`config.mk`:
```
export PLATFORM = sky130hd
export DESIGN_NAME = modular_exponentiation
export DESIGN_NICKNAME = d
export VERILOG_FILES = /design/src/hdl/mexp_pkg.sv /design/src/hdl/mexp_datapath.sv /design/src/hdl/mexp_ctrl.sv /design/src/hdl/modular_exponentiation.sv
export VERILOG_INCLUDE_DIRS = /design/src /design/src/hdl
export SDC_FILE = /design/constraint.sdc
export NUM_CORES = 1
export LEC_CHECK = 0
export BUFFER_PORTS_ARGS = -buffer_cell sky130_fd_sc_hd__buf_2
export CORE_ASPECT_RATIO = 0.8
export CORE_MARGIN = 2
export CORE_UTILIZATION = 30
export DETAILED_ROUTE_END_ITERATION = 10
export PLACE_DENSITY = 0.51
export SLEW_MARGIN = 20
export SYNTH_ARGS = -nofsm -noshare
export SYNTH_HDL_FRONTEND = slang
export SYNTH_SLANG_ARGS = --single-unit
export TNS_END_PERCENT = 100
```
`constraint.sdc`:
```
create_clock -name clk -period 13.4 [get_ports clk]
set_input_delay 1.34 -clock clk [delete_from_list [all_inputs] [get_ports clk]]
set_output_delay 1.34 -clock clk [all_outputs]
set_load 0.01 [all_outputs]
```
`src/hdl/modular_exponentiation_assert.svh`:
```
// Assertion macros for the modular exponentiation block.
// No dependencies; expects clk and arst_n in the including module.
`ifndef MODULAR_EXPONENTIATION_ASSERT_SVH
`define MODULAR_EXPONENTIATION_ASSERT_SVH

// checked only out of reset
`define MEXP_ASSERT(lbl, prop, msg) \
	lbl: assert property (@(posedge clk) disable iff (!arst_n) prop) else $error(msg);

// checked at every edge
`define MEXP_ASSERT_ALWAYS(lbl, prop, msg) \
	lbl: assert property (@(posedge clk) prop) else $error(msg);

`endif

```
`src/hdl/mexp_pkg.sv`:
```
// Types and constants shared by the modular exponentiation modules.
// No dependencies.
package mexp_pkg;

	localparam int OP_W = 64;

	typedef struct packed {
		logic [OP_W-1:0] base;
		logic [OP_W-1:0] exponent;
		logic [OP_W-1:0] modulus;
	} mexp_in_t;

	typedef struct packed {
		logic [OP_W-1:0] power_result;
		logic            modulus_error;
	} mexp_out_t;

	typedef enum logic [2:0] {
		ST_IDLE,
		ST_PREP,
		ST_RED,
		ST_SCAN,
		ST_MUL,
		ST_NEXT,
		ST_SQR,
		ST_DONE
	} mexp_state_t;

	// multiplicand selection at multiplier load
	typedef enum logic [1:0] {
		OP_REDUCE,
		OP_MULTIPLY,
		OP_SQUARE
	} mexp_op_t;

	typedef struct packed {
		logic     load_in;
		logic     mul_load;
		mexp_op_t op;
		logic     mul_step;
		logic     commit_acc;
		logic     commit_run;
		logic     shift_expo;
	} mexp_cmd_t;

	typedef struct packed {
		logic mod_zero;
		logic expo_zero;
		logic expo_lsb;
		logic upper_zero;
	} mexp_status_t;

endpackage

```
`src/hdl/mexp_datapath.sv`:
```
// Datapath: operand registers and a bit-serial modular multiplier.
// Depends on mexp_pkg.
module mexp_datapath import mexp_pkg::*; #(
	parameter int W = 64
) (
	input  logic         clk,
	input  mexp_in_t     operands,
	input  mexp_cmd_t    cmd,
	output mexp_status_t status,
	output mexp_out_t    result
);

	localparam int TW = W + 2;

	logic [W-1:0]  mod_q;
	logic [W-1:0]  expo_q;
	logic [W-1:0]  acc_q;
	logic [W-1:0]  run_q;
	logic [W-1:0]  prod_q;
	logic [W-1:0]  mcand_q;
	logic [W-1:0]  mplier_q;
	logic [W-1:0]  mcand_d;
	logic [TW-1:0] sum;
	logic [TW-1:0] m1;
	logic [TW-1:0] m2;
	logic [W-1:0]  prod_d;

	// Horner step: prod = (2*prod + bit*mcand) mod m, sum stays below 3m
	always_comb begin
		m1  = TW'(mod_q);
		m2  = {1'b0, mod_q, 1'b0};
		sum = {1'b0, prod_q, 1'b0} + (mplier_q[W-1] ? TW'(mcand_q) : '0);
		if (sum >= m2) begin
			prod_d = W'(sum - m2);
		end else if (sum >= m1) begin
			prod_d = W'(sum - m1);
		end else begin
			prod_d = W'(sum);
		end
	end

	always_comb begin
		unique case (cmd.op)
			OP_REDUCE:   mcand_d = W'(1);
			OP_MULTIPLY: mcand_d = acc_q;
			OP_SQUARE:   mcand_d = run_q;
			default:     mcand_d = run_q;
		endcase
	end

	always_ff @(posedge clk) begin
		if (cmd.load_in) begin
			mod_q  <= operands.modulus[W-1:0];
			expo_q <= operands.exponent[W-1:0];
			run_q  <= operands.base[W-1:0];
			acc_q  <= W'(1);
		end
		if (cmd.mul_load) begin
			mcand_q  <= mcand_d;
			mplier_q <= run_q;
			prod_q   <= '0;
		end
		if (cmd.mul_step) begin
			prod_q   <= prod_d;
			mplier_q <= {mplier_q[W-2:0], 1'b0};
		end
		if (cmd.commit_acc) begin
			acc_q <= prod_d;
		end
		if (cmd.commit_run) begin
			run_q <= prod_d;
		end
		if (cmd.shift_expo) begin
			expo_q <= {1'b0, expo_q[W-1:1]};
		end
	end

	assign status.mod_zero   = (mod_q == '0);
	assign status.expo_zero  = (expo_q == '0);
	assign status.expo_lsb   = expo_q[0];
	assign status.upper_zero = (expo_q[W-1:1] == '0);

	assign result.modulus_error = status.mod_zero;
	assign result.power_result  = status.mod_zero ? '0 : OP_W'(acc_q);

endmodule

```
`src/hdl/mexp_ctrl.sv`:
```
// Controller: sequences reduction, multiply and square over exponent bits.
// Depends on mexp_pkg and modular_exponentiation_assert.svh.
`include "modular_exponentiation_assert.svh"

module mexp_ctrl import mexp_pkg::*; #(
	parameter int W = 64
) (
	input  logic         clk,
	input  logic         arst_n,
	input  logic         start,
	input  mexp_status_t status,
	output mexp_cmd_t    cmd,
	output logic         busy,
	output logic         done
);

	localparam int CW = $clog2(W);

	mexp_state_t   state_q;
	mexp_state_t   state_d;
	logic [CW-1:0] cnt_q;
	logic          last;

	assign last = (cnt_q == CW'(W - 1));

	always_ff @(posedge clk or negedge arst_n) begin
		if (!arst_n) begin
			state_q <= ST_IDLE;
			cnt_q   <= '0;
		end else begin
			state_q <= state_d;
			if (cmd.mul_load) begin
				cnt_q <= '0;
			end else if (cmd.mul_step) begin
				cnt_q <= cnt_q + CW'(1);
			end
		end
	end

	always_comb begin
		state_d = state_q;
		cmd     = '0;
		cmd.op  = OP_REDUCE;
		done    = 1'b0;
		busy    = (state_q != ST_IDLE);
		unique case (state_q)
			ST_IDLE: begin
				if (start) begin
					cmd.load_in = 1'b1;
					state_d     = ST_PREP;
				end
			end
			ST_PREP: begin
				if (status.mod_zero) begin
					state_d = ST_DONE;
				end else begin
					cmd.mul_load = 1'b1;
					cmd.op       = OP_REDUCE;
					state_d      = ST_RED;
				end
			end
			ST_RED: begin
				cmd.mul_step = 1'b1;
				if (last) begin
					cmd.commit_run = 1'b1;
					state_d        = ST_SCAN;
				end
			end
			ST_SCAN: begin
				if (status.expo_zero) begin
					state_d = ST_DONE;
				end else if (status.expo_lsb) begin
					cmd.mul_load = 1'b1;
					cmd.op       = OP_MULTIPLY;
					state_d      = ST_MUL;
				end else begin
					cmd.mul_load = 1'b1;
					cmd.op       = OP_SQUARE;
					state_d      = ST_SQR;
				end
			end
			ST_MUL: begin
				cmd.mul_step = 1'b1;
				if (last) begin
					cmd.commit_acc = 1'b1;
					state_d        = ST_NEXT;
				end
			end
			ST_NEXT: begin
				if (status.upper_zero) begin
					cmd.shift_expo = 1'b1;
					state_d        = ST_SCAN;
				end else begin
					cmd.mul_load = 1'b1;
					cmd.op       = OP_SQUARE;
					state_d      = ST_SQR;
				end
			end
			ST_SQR: begin
				cmd.mul_step = 1'b1;
				if (last) begin
					cmd.commit_run = 1'b1;
					cmd.shift_expo = 1'b1;
					state_d        = ST_SCAN;
				end
			end
			ST_DONE: begin
				done    = 1'b1;
				state_d = ST_IDLE;
			end
			default: begin
				state_d = ST_IDLE;
			end
		endcase
	end

	`MEXP_ASSERT(a_done_single, done |=> !done, "result strobe longer than one cycle")
	`MEXP_ASSERT(a_accept_busy, (start && !busy) |=> busy, "accepted word did not raise busy")
	`MEXP_ASSERT(a_load_clears_cnt, cmd.mul_load |=> (cnt_q == '0), "multiplier count not cleared")
	`MEXP_ASSERT_ALWAYS(a_commit_last, (cmd.commit_acc || cmd.commit_run) |-> (cmd.mul_step && last),
		"commit outside the last multiplier step")

endmodule

```
`src/hdl/modular_exponentiation.sv`:
```
// Modular exponentiation, right-to-left binary method, W = OPERAND_WIDTH.
// A zero modulus skips the multiplier and goes straight to done; otherwise the run time
// is set by the bit-serial modular multiplier and by the exponent's bits.
// One word at a time: busy stays high until the done strobe cycle ends.
// Reset (arst_n low, asynchronous) returns the controller to idle.
// Depends on mexp_pkg, mexp_ctrl and mexp_datapath.
module modular_exponentiation import mexp_pkg::*; #(
	parameter int OPERAND_WIDTH = 64
) (
	input  logic      clk,
	input  logic      arst_n,
	input  logic      start,
	input  mexp_in_t  operands,
	output logic      busy,
	output logic      done,
	output mexp_out_t result
);

	mexp_cmd_t    cmd;
	mexp_status_t status;

	mexp_ctrl #(
		.W(OPERAND_WIDTH)
	) u_ctrl (
		.clk    (clk),
		.arst_n (arst_n),
		.start  (start),
		.status (status),
		.cmd    (cmd),
		.busy   (busy),
		.done   (done)
	);

	mexp_datapath #(
		.W(OPERAND_WIDTH)
	) u_dp (
		.clk      (clk),
		.operands (operands),
		.cmd      (cmd),
		.status   (status),
		.result   (result)
	);

endmodule

```
==> results of run 1 <==
[state kept, by name, summed over array words and instances (netlist names)]
| name | flops |
|---|---|
| u_dp.acc_q | 64 |
| u_dp.mplier_q | 64 |
| u_dp.mcand_q | 64 |
| u_dp.run_q | 64 |
| u_dp.prod_q | 64 |
| u_ctrl.cnt_q | 6 |
| u_dp.mod_q | 64 |
| u_ctrl.state_q | 3 |
| u_dp.expo_q | 64 |
[cell usage after synthesis (all sizes together), types with 7 or more instances]
| cell type | n |
|---|---|
| a22o | 130 |
| a31o | 9 |
| o221ai | 19 |
| o22ai | 28 |
| dfrtp | 9 |
| ha | 192 |
| or3 | 15 |
| o21bai | 38 |
| nand3 | 45 |
| nor2 | 259 |
| nor3 | 38 |
| a2111oi | 7 |
| xnor2 | 108 |
| a311oi | 7 |
| a21boi | 15 |
| edfxtp | 446 |
| a211oi | 23 |
| and3 | 30 |
| a21o | 98 |
| o21ai | 195 |
| nor2b | 82 |
| a21oi | 245 |
| nand2 | 295 |
| mux2i | 30 |
| clkbuf | 135 |
| o41ai | 7 |
| mux2 | 105 |
| or2 | 12 |
| xor2 | 62 |
| o211ai | 20 |
| nand3b | 9 |
| and2 | 91 |
| inv | 128 |
| o31ai | 18 |
| a31oi | 24 |
| buf | 46 |
| o21a | 28 |
| nor4 | 44 |
| nand2b | 15 |
| nand4 | 65 |
[kinds of logic after synthesis]
| logic type | after synthesis | synth area share |
|---|---|---|
| fa+ha+maj | 195 | 0.07680 |
| mux | 135 | 0.05128 |
| simple gates | 1025 | 0.1555 |
| buf+inv | 309 | 0.03957 |
| flops | 457 | 0.4260 |
| xor+xnor | 170 | 0.04667 |
| compound gates | 961 | 0.2042 |
[path summary, 6_finish.rpt]
kind | from | endpoint | cells after the start
worst max-delay path | u_dp.mplier_q[63]$_DFFE_PP_ | u_dp.run_q[39]$_DFFE_PP_ | 27
worst min-delay path | u_dp.mplier_q[0]$_SDFFE_PP0P_ | u_dp.mplier_q[0]$_SDFFE_PP0P_ | 2
worst max register to register | u_dp.mplier_q[63]$_DFFE_PP_ | u_dp.run_q[39]$_DFFE_PP_ | 27
worst min register to register | u_dp.mplier_q[0]$_SDFFE_PP0P_ | u_dp.mplier_q[0]$_SDFFE_PP0P_ | 2
max in group asynchronous | arst_n | u_ctrl.cnt_q[0]$_DFFE_PN0P_ | 1
min in group asynchronous | arst_n | u_ctrl.state_q[1]$_DFFE_PN0P_ | 1
[metal layers]
layer,up-vias,global-route usage
met1,13240,0.3417
met2,1039,0.2973
li1,12530,-
met4,0,0.04858
met3,98,0.04849
met5,-,0
[worst max-delay path: stages, from the launching register on]
cell	delay [ns]
edfxtp_1	0.32
buf_4	0.26
buf_4	0.38
and2_1	0.19
ha_1	0.19
inv_1	0.07
fa_1	0.41
nand2b_1	0.18
a21oi_1	0.22
o211a_1	0.30
o21ai_0	0.31
a211oi_2	0.44
nor2_1	0.18
o31ai_1	0.35
xor2_1	0.51
ha_1	0.34
nand3_1	0.13
nor2_1	0.36
and4_1	0.34
nand3_1	0.09
o41ai_1	0.30
or3_1	0.15
o22ai_1	0.15
or3b_4	0.29
buf_4	0.77
nand3_1	0.27
a31oi_1	0.66
mux2_2	0.28
[final cells by class]
cell class,instances,area [sq um]
Fill cell,10960,69750
Inverter,128,480.5
Timing Repair Buffer,298,1584
Sequential cell,457,13660
Clock buffer,62,1339
Antenna cell,2,5.005
Multi-Input combinational cell,2486,17230
Tap cell,1417,1773
Clock inverter,35,352.8
[per-stage QoR]
step	std cells	setup slack, ns	utilization	instance area, sq um	hold WS, ns
finish	4885	4.722	0.3430	36420	0.5155
CTS	4883	4.868	0.3430	36410	0.4939
floorplan	3252	6.522	-	32060	0.4613
global placement	4786	4.905	0.3270	34720	0.4861
detailed placement	4786	4.889	0.3270	34720	0.4933
global route	4884	4.202	0.3430	36410	0.5313
==> results.yml, run 1 <==
sta:
  finalHoldViolCount: 0
  fin_tns_setup_ns: 0
  period_minus_slack_ns: 8.678
  max_freq_mhz: 115.2
  period_share: 0.6476
  grt_setup_unrepaired: "no"
  drv_slew: 0
  maxSlewHeadroom: 0.2876
  setup_viol: 0
  fin_skew_ns: 0.02579
  tightest_slew_ns: 1.069
clock_network:
  hold_buffers: 0
  ctsResizeCount: 0
  cts_buffer_depth: 3
  clk_pin_slew_ns: 0.06
  htree_num_levels: 2
  post-cts-setup-buffers: 0
  clock-root-buffer: "clkbuf_16"
  numCtsBuffers: 52
  clkLatencyLatePin_ns: 0.66
  cts_tree: "done"
  cts_num_sinks: 457
worst_hold_path:
  holdCritPathClass: "flip-flop to flip-flop"
detailed_routing:
  drtPass1Iterations: 6
  dr_wl_met2_mm: 48.73
  vias: 26900
  routedWlPerCell_um: 25.26
  wl_met1_mm: 61.05
  maxUsedRoutingLayer: "met4"
  routed_via_density: 5.506
  routed-wl-met3_mm: 11.11
  wl_mm: 123.4
  antenna_left: 0
  first_iter_violations: 2818
  drcViolationCount: 0
yosys:
  synth_nets: 3642
  yosysSeqAreaShare: 0.4260
  synthArstFlopShare: 0.01969
  syn_area_per_cell_sq_um: 9.859
  yosysUniqueCellTypes: 93
  synthCells: 3252
  yosysWarnings: 0
  synth-seq-cells: 457
  synth_top_cell_by_area: "edfxtp_1"
  netlist_top_cells_area: "edfxtp_1, ha_1, a21oi_1"
  syn_area_sq_mm: 0.03206
  synth_top_flop_cell: "edfxtp_1"
  yosysTopAreaCellShare: 0.4177
  synth_edf_count: 446
cells_and_area:
  areaGrowthSynthToFinish_pct: 13.58
  nets: 3813
  mostFrequentLayoutCells: "edfxtp_1, nand2_1, buf_2"
  drive_above_1_share: 0.1639
  layout_commonest_cell: "edfxtp_1"
place:
  post-dp-hpwl_mm: 95.86
  port-buffer-count: 261
  place_congestion: 0.9476
setup_path:
  crit_fanout: 60
  path_class: "flip-flop to flip-flop"
  cp.required_ns: 13.92
  start_kind: "flip-flop"
  critPathCaptureType: "flip-flop"
  r2r_slack_ns: 4.72
  arrival_ns: 9.20
run_status:
  outcome: "finished clean"
floorplanning:
  rows: 107
  core_sq_mm: 0.1062
  die_area_sq_mm: 0.1095
  die_h_um: 296.4
  num_io_pins: 262
  fp.dieW_um: 369.5
  start_util: 0.3020
global_routing:
  grt_max_degree: 76
  grt_overflow_total: 0
  grtUsageTotal: 0.2179
  grt_pass1_vias: 25170
  grt_pass1_wl_mm: 174.9
  antenna_found_initial: 3
flow_run:
  cap_violations: 0
Power of run 1 is left out: the tool's default activity adds up to more than one toggle a clock period on the data nets, which glitch-free logic cannot reach.
==> run 2: changes to the inputs <==
- PLACE_DENSITY: 0.51 -> 0.52
- clock period: 13.4 -> 7.8 ns (I/O delays scaled with it)
==> run 2 against run 1 <==
Count of clock-buffer cells in the layout grew 4; critical path depth shrank 4; fmax grew 17%; core utilization grew 0.61 points; register-to-register slack lost 4.4 ns; first-iteration DRC count shrank 4.8%; die area is the same; routed wire length shrank 0.43%; via count grew 1.1%; design area grew 1.8%; sequential share of layout area shrank 0.66 points; critical path type unchanged; largest cell class unchanged.
==> results.yml, run 2 (synthesized netlist as in run 1, its figures left out) <==
run_status:
  outcome: "finished clean"
place:
  dp_slack_ns: 0.1720
  post-dp-hpwl_mm: 96.13
  place_congestion: 0.9695
  dp_cells: 4856
  dpl_cell_area_sq_mm: 0.03531
  port-buffer-count: 261
detailed_routing:
  first_iter_violations: 2682
  wl_mm: 122.9
  drcViolationCount: 0
  antenna_left: 0
  vias: 27190
  routed_via_density: 5.482
  drtPass1Iterations: 5
  routedWlPerCell_um: 24.77
floorplanning:
  rows: 107
  start_util: 0.3020
  die_area_sq_mm: 0.1095
  core_sq_mm: 0.1062
  num_io_pins: 262
  fp.dieW_um: 369.5
  die_h_um: 296.4
setup_path:
  cp.required_ns: 8.33
  start_kind: "flip-flop"
  critPathCaptureType: "flip-flop"
  crit_fanout: 5
  arrival_ns: 7.97
  path_class: "flip-flop to flip-flop"
sta:
  drv_slew: 0
  fin_tns_setup_ns: 0
  finalWorstSetupSlack_ns: 0.3608
  maxSlewHeadroom: 0.2553
  period_minus_slack_ns: 7.439
  setup_viol: 0
  finalHoldViolCount: 0
  grt_setup_unrepaired: "no"
  fin_skew_ns: 0.04510
  period_share: 0.9537
  max_freq_mhz: 134.4
  tightest_slew_ns: 1.117
cells_and_area:
  layout_commonest_cell: "edfxtp_1"
  drive_above_1_share: 0.1807
  nets: 3884
  fillers: 10900
  mostFrequentLayoutCells: "edfxtp_1, nand2_1, buf_2"
  areaGrowthSynthToFinish_pct: 15.61
  seqCellArea_sq_mm: 0.01366
  multi_input_area_sq_mm: 0.01726
  finalInstanceArea_sq_mm: 0.03707
  final_cells: 4959
clock_network:
  htree_num_levels: 2
  clk_pin_slew_ns: 0.06
  post-cts-setup-buffers: 0
  clkLatencyLatePin_ns: 0.67
  clock-root-buffer: "clkbuf_16"
  numCtsBuffers: 52
  cts_buffer_depth: 3
  cts_num_sinks: 457
  cts_tree: "done"
flow_run:
  cap_violations: 0
global_routing:
  grtUsageTotal: 0.2174
  antenna_found_initial: 5
  grt_pass1_wl_mm: 176.6
  grt_max_degree: 78
  grt_overflow_total: 0
  grt_pass1_vias: 25600
worst_hold_path:
  holdCritPathClass: "input port to flip-flop"
[run 2: changes by cell type in the layout (fill, tap and decap cells not counted), sizes merged]
cell         change
clkinv           -2
inv              +1
diode            +3
clkbuf           +4
bufinv           +1
buf             +70
clkinvlp         -4
dlygate4sd3      +1
[run 2: what timing repair did]
action                                  CTS  global route
hold buffers                              1             0
gates resized for setup                   0             6
endpoints found under the hold margin     9             0
endpoints found under the setup margin    0           179
[run 2: worst paths after layout]
check | from | end | slack [ns] | depth (start not counted)
max | u_dp.mplier_q[63]$_DFFE_PP_ | u_dp.run_q[58]$_DFFE_PP_ | 0.36 | 23
min | operands[53] | u_dp.mod_q[53]$_DFFE_PP_ | 0.30 | 1
max reg2reg | u_dp.mplier_q[63]$_DFFE_PP_ | u_dp.run_q[58]$_DFFE_PP_ | 0.36 | 23
min reg2reg | u_dp.mplier_q[0]$_SDFFE_PP0P_ | u_dp.mplier_q[0]$_SDFFE_PP0P_ | 0.51 | 2
max in group asynchronous | arst_n | u_ctrl.state_q[1]$_DFFE_PN0P_ | 7.07 | 2
min in group asynchronous | arst_n | u_ctrl.cnt_q[0]$_DFFE_PN0P_ | 0.54 | 2
[run 2: final cells by class]
cell class	instances	area share
Antenna cell	5	0.0003375
Multi-Input combinational cell	2486	0.4655
Sequential cell	457	0.3685
Inverter	128	0.01296
Timing Repair Buffer	369	0.05887
Clock buffer	66	0.03652
Tap cell	1417	0.04783
Clock inverter	31	0.009519
[run 2: metal layers]
layer / GRT usage / part of all wire / wire length [um]
met1: 0.3485 / 0.51 / 62750
met2: 0.3030 / 0.40 / 49260
met3: 0.03268 / 0.072 / 8863
met4: 0.04052 / 0.016 / 1985
met5: 0 / 0 / 0
[run 2: metrics by stage]
step / hold WS, ns / utilization
after CTS: 0.2481 / 0.3488
final: 0.2970 / 0.3492
after global routing: 0.2729 / 0.3490
after floorplan: 0.4613 / -
after detailed placement: 0.4922 / 0.3326
after global placement: 0.4826 / 0.3326
[run 2: worst max-delay path, stage by stage (launching register included)]
cell      delay (ns)
edfxtp_1        0.46
and2_1          0.16
ha_1            0.21
inv_1           0.07
fa_1            0.39
nand2b_1        0.18
a21oi_1         0.21
o211a_1         0.31
o211a_1         0.24
nor2_1          0.11
o41ai_1         0.53
xor2_1          0.65
ha_1            0.45
a21oi_1         0.22
o21bai_1        0.08
a21oi_1         0.38
o221ai_1        0.26
a21o_1          0.21
a211oi_1        0.76
o221a_2         0.41
o21ai_0         0.11
xnor2_1         0.15
a22oi_1         0.47
mux2_2          0.26
Power of run 2 is left out for the same reason.
